--- config.mk ---
export PLATFORM = sky130hd
export DESIGN_NAME = multi_queue_shared_buffer
export DESIGN_NICKNAME = d
export VERILOG_FILES = /design/src/mqsb_pkg.sv /design/src/mqsb_store.sv /design/src/multi_queue_shared_buffer.sv
export SDC_FILE = /design/constraint.sdc
export NUM_CORES = 1
export LEC_CHECK = 0
export BUFFER_PORTS_ARGS = -buffer_cell sky130_fd_sc_hd__buf_2
export CORE_MARGIN = 2
export CORE_UTILIZATION = 35
export CTS_BUF_LIST = sky130_fd_sc_hd__clkbuf_8 sky130_fd_sc_hd__clkbuf_16
export CTS_CLUSTER_SIZE = 24
export DETAILED_ROUTE_END_ITERATION = 12
export RECOVER_POWER = 100
export SYNTH_ARGS = -nofsm -noshare
export SYNTH_HDL_FRONTEND = slang
export SYNTH_SLANG_ARGS = --single-unit
--- constraint.sdc ---
create_clock -name clk_i -period 5.1 [get_ports clk_i]
set_input_delay 0.51 -clock clk_i [delete_from_list [all_inputs] [get_ports clk_i]]
set_output_delay 0.51 -clock clk_i [all_outputs]
set_load 0.02 [all_outputs]
--- src/mqsb_pkg.sv ---
// Shared types, sizes and codes for the multi-queue shared buffer.
// Used by mqsb_store and multi_queue_shared_buffer; depends on nothing.
package mqsb_pkg;

  localparam int unsigned SLOTS  = 16;
  localparam int unsigned QUEUES = 4;

  // Pointer width holds every slot index plus the null pointer (value SLOTS).
  localparam int unsigned PW = $clog2(SLOTS + 1);
  localparam int unsigned SW = (SLOTS > 1) ? $clog2(SLOTS) : 1;
  localparam int unsigned QW = (QUEUES > 1) ? $clog2(QUEUES) : 1;

  localparam logic [PW-1:0] NULL_PTR = PW'(SLOTS);

  typedef enum logic {
    OP_ENQ = 1'b0,
    OP_DEQ = 1'b1
  } op_e;

  typedef enum logic [1:0] {
    ST_OK    = 2'd0,
    ST_FULL  = 2'd1,
    ST_EMPTY = 2'd2
  } status_e;

  typedef enum logic [1:0] {
    S_IDLE,
    S_LOOK,
    S_DEQ
  } state_e;

  typedef struct packed {
    op_e                operation;
    logic [1:0]         queue_id;
    logic signed [31:0] data_in;
  } in_item_t;

  typedef struct packed {
    logic signed [31:0] data_out;
    logic [1:0]         status;
  } out_item_t;

  // Read and write requests from the sequencer to the pointer and data stores.
  typedef struct packed {
    logic               ht_re;
    logic [QW-1:0]      ht_raddr;
    logic               link_re;
    logic [SW-1:0]      link_raddr;
    logic               data_re;
    logic [SW-1:0]      data_raddr;
    logic               head_we;
    logic               tail_we;
    logic [QW-1:0]      ht_waddr;
    logic [PW-1:0]      head_wdata;
    logic [PW-1:0]      tail_wdata;
    logic               link_we;
    logic [SW-1:0]      link_waddr;
    logic [PW-1:0]      link_wdata;
    logic               data_we;
    logic [SW-1:0]      data_waddr;
    logic signed [31:0] data_wdata;
  } store_req_t;

  typedef struct packed {
    logic [PW-1:0]      head_rd;
    logic [PW-1:0]      tail_rd;
    logic [PW-1:0]      link_rd;
    logic signed [31:0] data_rd;
  } store_rsp_t;

endpackage

--- src/mqsb_store.sv ---
// Head, tail, link and data stores of the shared buffer, with registered reads.
// Depends on mqsb_pkg; head entries carry valid bits so unwritten heads read as null.
module mqsb_store (
  input  logic                clk_i,
  input  logic                rst_ni,
  input  mqsb_pkg::store_req_t req_i,
  output mqsb_pkg::store_rsp_t rsp_o
);
  import mqsb_pkg::*;

  logic [PW-1:0]      head_mem [QUEUES];
  logic [PW-1:0]      tail_mem [QUEUES];
  logic [PW-1:0]      link_mem [SLOTS];
  logic signed [31:0] data_mem [SLOTS];

  logic [QUEUES-1:0]  head_vld_q;
  store_rsp_t         rsp_q;

  // Valid bits: set on first head write.
  always_ff @(posedge clk_i or negedge rst_ni) begin
    if (!rst_ni) begin
      head_vld_q <= '0;
    end else if (req_i.head_we) begin
      head_vld_q[req_i.ht_waddr] <= 1'b1;
    end
  end

  always_ff @(posedge clk_i) begin
    if (req_i.head_we) begin
      head_mem[req_i.ht_waddr] <= req_i.head_wdata;
    end
    if (req_i.tail_we) begin
      tail_mem[req_i.ht_waddr] <= req_i.tail_wdata;
    end
    if (req_i.link_we) begin
      link_mem[req_i.link_waddr] <= req_i.link_wdata;
    end
    if (req_i.data_we) begin
      data_mem[req_i.data_waddr] <= req_i.data_wdata;
    end
    if (req_i.ht_re) begin
      rsp_q.head_rd <= head_vld_q[req_i.ht_raddr] ? head_mem[req_i.ht_raddr] : NULL_PTR;
      rsp_q.tail_rd <= tail_mem[req_i.ht_raddr];
    end
    if (req_i.link_re) begin
      rsp_q.link_rd <= link_mem[req_i.link_raddr];
    end
    if (req_i.data_re) begin
      rsp_q.data_rd <= data_mem[req_i.data_raddr];
    end
  end

  assign rsp_o = rsp_q;

endmodule

--- src/multi_queue_shared_buffer.sv ---
// Multi-queue shared buffer: QUEUES FIFO queues linked through one pool of SLOTS slots.
// Enqueue: taken in S_IDLE, result registered out of S_LOOK; no new request until then.
// Dequeue: taken in S_IDLE, S_LOOK fetches link and word, result registered out of S_DEQ.
// No new request is taken before the result is loaded; the steps follow from the registered store reads.
// Reset clears queue heads and the free list at once; a fill count stands in for the
// initial slot chain, so there is no clearing pass. A waiting result stalls the last step.
module multi_queue_shared_buffer (
  input  logic               clk_i,
  input  logic               rst_ni,
  input  logic               in_valid_i,
  output logic               in_ready_o,
  input  mqsb_pkg::in_item_t  in_i,
  output logic               out_valid_o,
  input  logic               out_ready_i,
  output mqsb_pkg::out_item_t out_o
);
  import mqsb_pkg::*;

  state_e        state_q, state_d;
  in_item_t      req_q;
  logic          q_ok_q;
  logic [PW-1:0] free_head_q, free_head_d;
  // Slots at or above the fill count have never been handed out and still chain i -> i+1.
  logic [PW-1:0] fill_q, fill_d;

  out_item_t     out_q, out_d;
  logic          out_valid_q, out_valid_d;
  logic          out_load;
  logic          out_free;

  store_req_t    sreq;
  store_rsp_t    srsp;

  logic          accept;
  logic [QW-1:0] req_qidx;
  logic          enq_err;
  logic          deq_err;
  logic          fresh;
  logic [PW-1:0] next_free;

  mqsb_store u_store (
    .clk_i  (clk_i),
    .rst_ni (rst_ni),
    .req_i  (sreq),
    .rsp_o  (srsp)
  );

  assign in_ready_o = (state_q == S_IDLE);
  assign accept     = in_valid_i && in_ready_o;
  assign out_free   = !out_valid_q || out_ready_i;
  assign req_qidx   = QW'(req_q.queue_id);

  assign enq_err = !q_ok_q || (free_head_q == NULL_PTR);
  assign deq_err = !q_ok_q || (srsp.head_rd == NULL_PTR);

  // An untouched slot links to its successor; the last one links to null (= SLOTS).
  assign fresh     = (free_head_q >= fill_q);
  assign next_free = fresh ? (free_head_q + PW'(1)) : srsp.link_rd;

  // Next state.
  always_comb begin
    state_d = state_q;
    case (state_q)
      S_IDLE: begin
        if (accept) begin
          state_d = S_LOOK;
        end
      end
      S_LOOK: begin
        if (req_q.operation == OP_DEQ && !deq_err) begin
          state_d = S_DEQ;
        end else if (out_free) begin
          state_d = S_IDLE;
        end
      end
      S_DEQ: begin
        if (out_free) begin
          state_d = S_IDLE;
        end
      end
      default: state_d = S_IDLE;
    endcase
  end

  // Store requests, pointer updates and result.
  always_comb begin
    sreq        = '0;
    free_head_d = free_head_q;
    fill_d      = fill_q;
    out_load    = 1'b0;
    out_d       = out_q;

    case (state_q)
      S_IDLE: begin
        // Look up head and tail of the queue, and the successor of the free head.
        sreq.ht_re      = accept;
        sreq.ht_raddr   = QW'(in_i.queue_id);
        sreq.link_re    = accept;
        sreq.link_raddr = free_head_q[SW-1:0];
      end
      S_LOOK: begin
        if (req_q.operation == OP_ENQ) begin
          if (out_free) begin
            out_load      = 1'b1;
            out_d.data_out = '0;
            if (enq_err) begin
              out_d.status = ST_FULL;
            end else begin
              out_d.status = ST_OK;
              // Take the free head, append it behind the tail.
              free_head_d = next_free;
              if (fresh) begin
                fill_d = fill_q + PW'(1);
              end
              sreq.ht_waddr   = req_qidx;
              sreq.tail_we    = 1'b1;
              sreq.tail_wdata = free_head_q;
              if (srsp.head_rd == NULL_PTR) begin
                sreq.head_we    = 1'b1;
                sreq.head_wdata = free_head_q;
              end else begin
                sreq.link_we    = 1'b1;
                sreq.link_waddr = srsp.tail_rd[SW-1:0];
                sreq.link_wdata = free_head_q;
              end
              sreq.data_we    = 1'b1;
              sreq.data_waddr = free_head_q[SW-1:0];
              sreq.data_wdata = req_q.data_in;
            end
          end
        end else if (deq_err) begin
          if (out_free) begin
            out_load       = 1'b1;
            out_d.data_out = '0;
            out_d.status   = ST_EMPTY;
          end
        end else begin
          // Fetch the head slot's link and word.
          sreq.link_re    = 1'b1;
          sreq.link_raddr = srsp.head_rd[SW-1:0];
          sreq.data_re    = 1'b1;
          sreq.data_raddr = srsp.head_rd[SW-1:0];
        end
      end
      S_DEQ: begin
        if (out_free) begin
          out_load       = 1'b1;
          out_d.data_out = srsp.data_rd;
          out_d.status   = ST_OK;
          // Unlink the head; the tail slot's link is never written, so drop to null there.
          sreq.ht_waddr   = req_qidx;
          sreq.head_we    = 1'b1;
          sreq.head_wdata = (srsp.head_rd == srsp.tail_rd) ? NULL_PTR : srsp.link_rd;
          // Push the slot back onto the free list.
          sreq.link_we    = 1'b1;
          sreq.link_waddr = srsp.head_rd[SW-1:0];
          sreq.link_wdata = free_head_q;
          free_head_d     = srsp.head_rd;
        end
      end
      default: begin
        sreq = '0;
      end
    endcase
  end

  assign out_valid_d = out_load || (out_valid_q && !out_ready_i);

  always_ff @(posedge clk_i or negedge rst_ni) begin
    if (!rst_ni) begin
      state_q     <= S_IDLE;
      free_head_q <= '0;
      fill_q      <= '0;
      out_valid_q <= 1'b0;
    end else begin
      state_q     <= state_d;
      free_head_q <= free_head_d;
      fill_q      <= fill_d;
      out_valid_q <= out_valid_d;
    end
  end

  // Hold the request and the result word; no reset needed.
  always_ff @(posedge clk_i) begin
    if (accept) begin
      req_q  <= in_i;
      q_ok_q <= (32'(in_i.queue_id) < 32'(QUEUES));
    end
    out_q <= out_d;
  end

  assign out_valid_o = out_valid_q;
  assign out_o       = out_q;

endmodule

==> results.json <==
{
  "ctsResizeCount": 0,
  "grt_pass1_wl_mm": 107,
  "remaining_drc_errors": 0,
  "fmax_mhz": 233,
  "syn_area_per_cell_um2": 16.1,
  "outcome": "finished, violations left",
  "rsz0062_at_grt": "no",
  "tritoncts": "done",
  "post_cts_buffers": 0,
  "synth_area_leaders": "edfxtp_1 (77%), o221ai_1 (3.8%), nand2_1 (3.7%), a31oi_1 (2.8%), mux4_2 (1.5%)",
  "startpoint_type": "flip-flop",
  "core-area_um2": 82400,
  "io_buffers": 74,
  "vias": 16600,
  "synthArstFlopShare": 0.0222,
  "syn_inst": 1813,
  "fin_setup_tns_ps": 0,
  "clk_path_buf_depth": 3,
  "syn_to_final_growth_pct": 14.5,
  "drtIter0Drc": 1694,
  "antenna_found_initial": 3,
  "clkTransAtPathRegs_ps": 60,
  "period_minus_slack_ps": 4290,
  "yosysWarnings": 0,
  "cp_max_fo": 32,
  "synth.largest_area_cell": "edfxtp_1",
  "maxCapViolations": 6,
  "whs_path_depth": 1,
  "multi_input_area_um2": 5960,
  "ctsHoldBuffers": 1,
  "placed_area_um2": 31100,
  "reg2reg_from": "state_q[1]",
  "viasPerCell": 5.46,
  "io_pins": 75,
  "first_pass_iters": 5,
  "start_util": 0.355,
  "required_ps": 5250,
  "whs_endpoint": "req_q[3]",
  "synthesis.nets": 1864,
  "dominantRegCellSynth": "edfxtp_1",
  "slew_headroom": -1.00,
  "clock-sinks": 765,
  "maxSlewViolCount": 176,
  "dp_hpwl_mm": 38.7,
  "reg2regPathDepth": 5,
  "p_leak_uw": 0.0109,
  "gp_routability_congestion": 0.804,
  "critPathKind": "reg -> reg",
  "synth_top_cells_by_count": "edfxtp_1 (748), nand2_1 (290), a31oi_1 (130)",
  "ant_nets": 0,
  "seq_area_um2": 22900,
  "hold_violations": 0,
  "cts_inserted_buffers": 81,
  "routed_wl_mm": 72.0,
  "grt_remaining_overflow": 0,
  "tightest_slew_ps": 3000,
  "diodes": 0,
  "rows": 105,
  "root_buffer": "clkbuf_16",
  "dieArea_um2": 85800,
  "skew_ps": 52.6,
  "synthDistinctLibCells": 57,
  "layout-drive-gt1-share": 0.114,
  "cp.arrival_ps": 4440,
  "dieHeight_um": 293,
  "power.density_nw_per_um2": 533,
  "grt_max_degree": 78,
  "finalSetupViolCount": 0,
  "fillers": 7384,
  "h-tree-depth": 3,
  "nNetsFinal": 1955,
  "clkLatencyLatePin_ps": 650,
  "layout.cell_area.non_filler_um2": 33500,
  "hold_class": "in -> reg",
  "grt_util_all_layers": 0.167,
  "endpoint_kind": "flip-flop",
  "seq_area_frac_synth": 0.783,
  "synth_area_um2": 29200,
  "synth_seq_cells": 765,
  "grt_pass1_vias": 16700,
  "violations": "max-capacitance violations, max-slew violations",
  "peakVddDrop_v": 0.000330,
  "min_from": "in_i[3]",
  "synth_most_common_cell": "edfxtp_1",
  "timing.rr.end": "u_store.data_mem[12][25]",
  "synth_edf_count": 748,
  "finalCritPeriodShare": 0.841,
  "synth_top_area_frac": 0.768,
  "die_w_um": 293,
  "drt-wirelength-per-cell_um": 23.7,
  "r2r_slack_ps": 810
}
==> area by class of cell <==
cell class                 instances  share of cell area
clock buffer                      82              0.0610
multi-input combinational        919               0.178
tap                             1070              0.0400
inverter                          14             0.00157
timing repair buffer             123              0.0181
clock inverter                    62              0.0173
sequential                       765               0.684
==> flip-flops by register name, summed over array words and instances, names as in the netlist <==
name and cells:
u_store.data_mem 512, u_store.link_mem 80, u_store.rsp_o 47, out_o 34
req_q 33, u_store.head_mem 20, u_store.tail_mem 20, fill_q 5
free_head_q 5, u_store.head_vld_q 4, req_qidx 2, state_q 2
out_valid_o 1
==> layout by cell type, fill, tap and decap left out, types with 8 or more instances in the layout <==
master	instances
o221ai_1	128
inv_1	35
clkbuf_16	81
clkinvlp_4	8
and2_0	62
a21oi_1	15
mux2i_1	12
a211oi_1	11
clkbuf_1	61
mux4_2	20
a22oi_1	17
clkbuf_2	14
ha_1	12
nor2b_1	21
edfxtp_1	748
nor2_4	11
clkinv_1	10
buf_4	19
a31oi_1	130
buf_2	27
nand2_1	290
or4_1	32
nor2_1	29
nor3_1	13
dfrtp_1	17
nand3_1	16
==> logic make-up (layout without fill, tap and decap cells) <==
group                    after synthesis  in the layout  share of synthesized area
buffers and inverters                129            281                     0.0173
flip-flops                           765            765                      0.783
multiplexers                          36             36                     0.0211
AO/OA/AOI/OAI                        331            331                     0.0839
adder cells (fa/ha/maj)               12             12                    0.00514
XOR/XNOR                              11             11                    0.00330
AND/OR/NAND/NOR                      529            529                     0.0864
==> stage by stage <==
step,total power [uW],hold WS [ps],worst slack [ps],util,instances
after detailed placement,12400,448,1300,0.377,2890
after global placement,12300,448,1430,0.377,2890
after CTS,18100,1.63,1280,0.409,3035
final,17800,34.7,813,0.406,3035
after global routing,18600,9.24,569,0.406,3035
after floorplan,10800,214,416,-,1813
==> metal layers <==
layer | vias up | track usage | share of wire
li1 | 7350 | - | -
met1 | 8477 | 0.225 | 0.43
met2 | 618 | 0.276 | 0.48
met3 | 109 | 0.0284 | 0.062
met4 | 4 | 0.0519 | 0.023
met5 | - | 0 | 0.00038
==> worst max-delay path by stage <==
stage / startpoint / to / slack, ps
after floorplan: u_store.rsp_o[44] / out_o[0] / 420
after global placement: state_q[1] / u_store.rsp_o[16] / 1430
after detailed placement: state_q[1] / u_store.rsp_o[6] / 1300
after CTS: state_q[1] / u_store.rsp_o[6] / 1280
after global routing: state_q[0] / out_o[3] / 570
final: state_q[1] / u_store.data_mem[12][25] / 810
==> report_power, final <==
part           leakage [uW]  switching (uW)  internal (uW)
clock               0.00133            2460           3250
combinational       0.00239            2750           1060
sequential          0.00715             311           8020
==> worst max-delay path: stages, from the launching register on <==
cell,delay (ps)
dfrtp_1,420
inv_1,100
ha_1,470
nand2b_1,300
nor4_1,330
clkbuf_1,2150
Power figures use the tool's default switching activity.
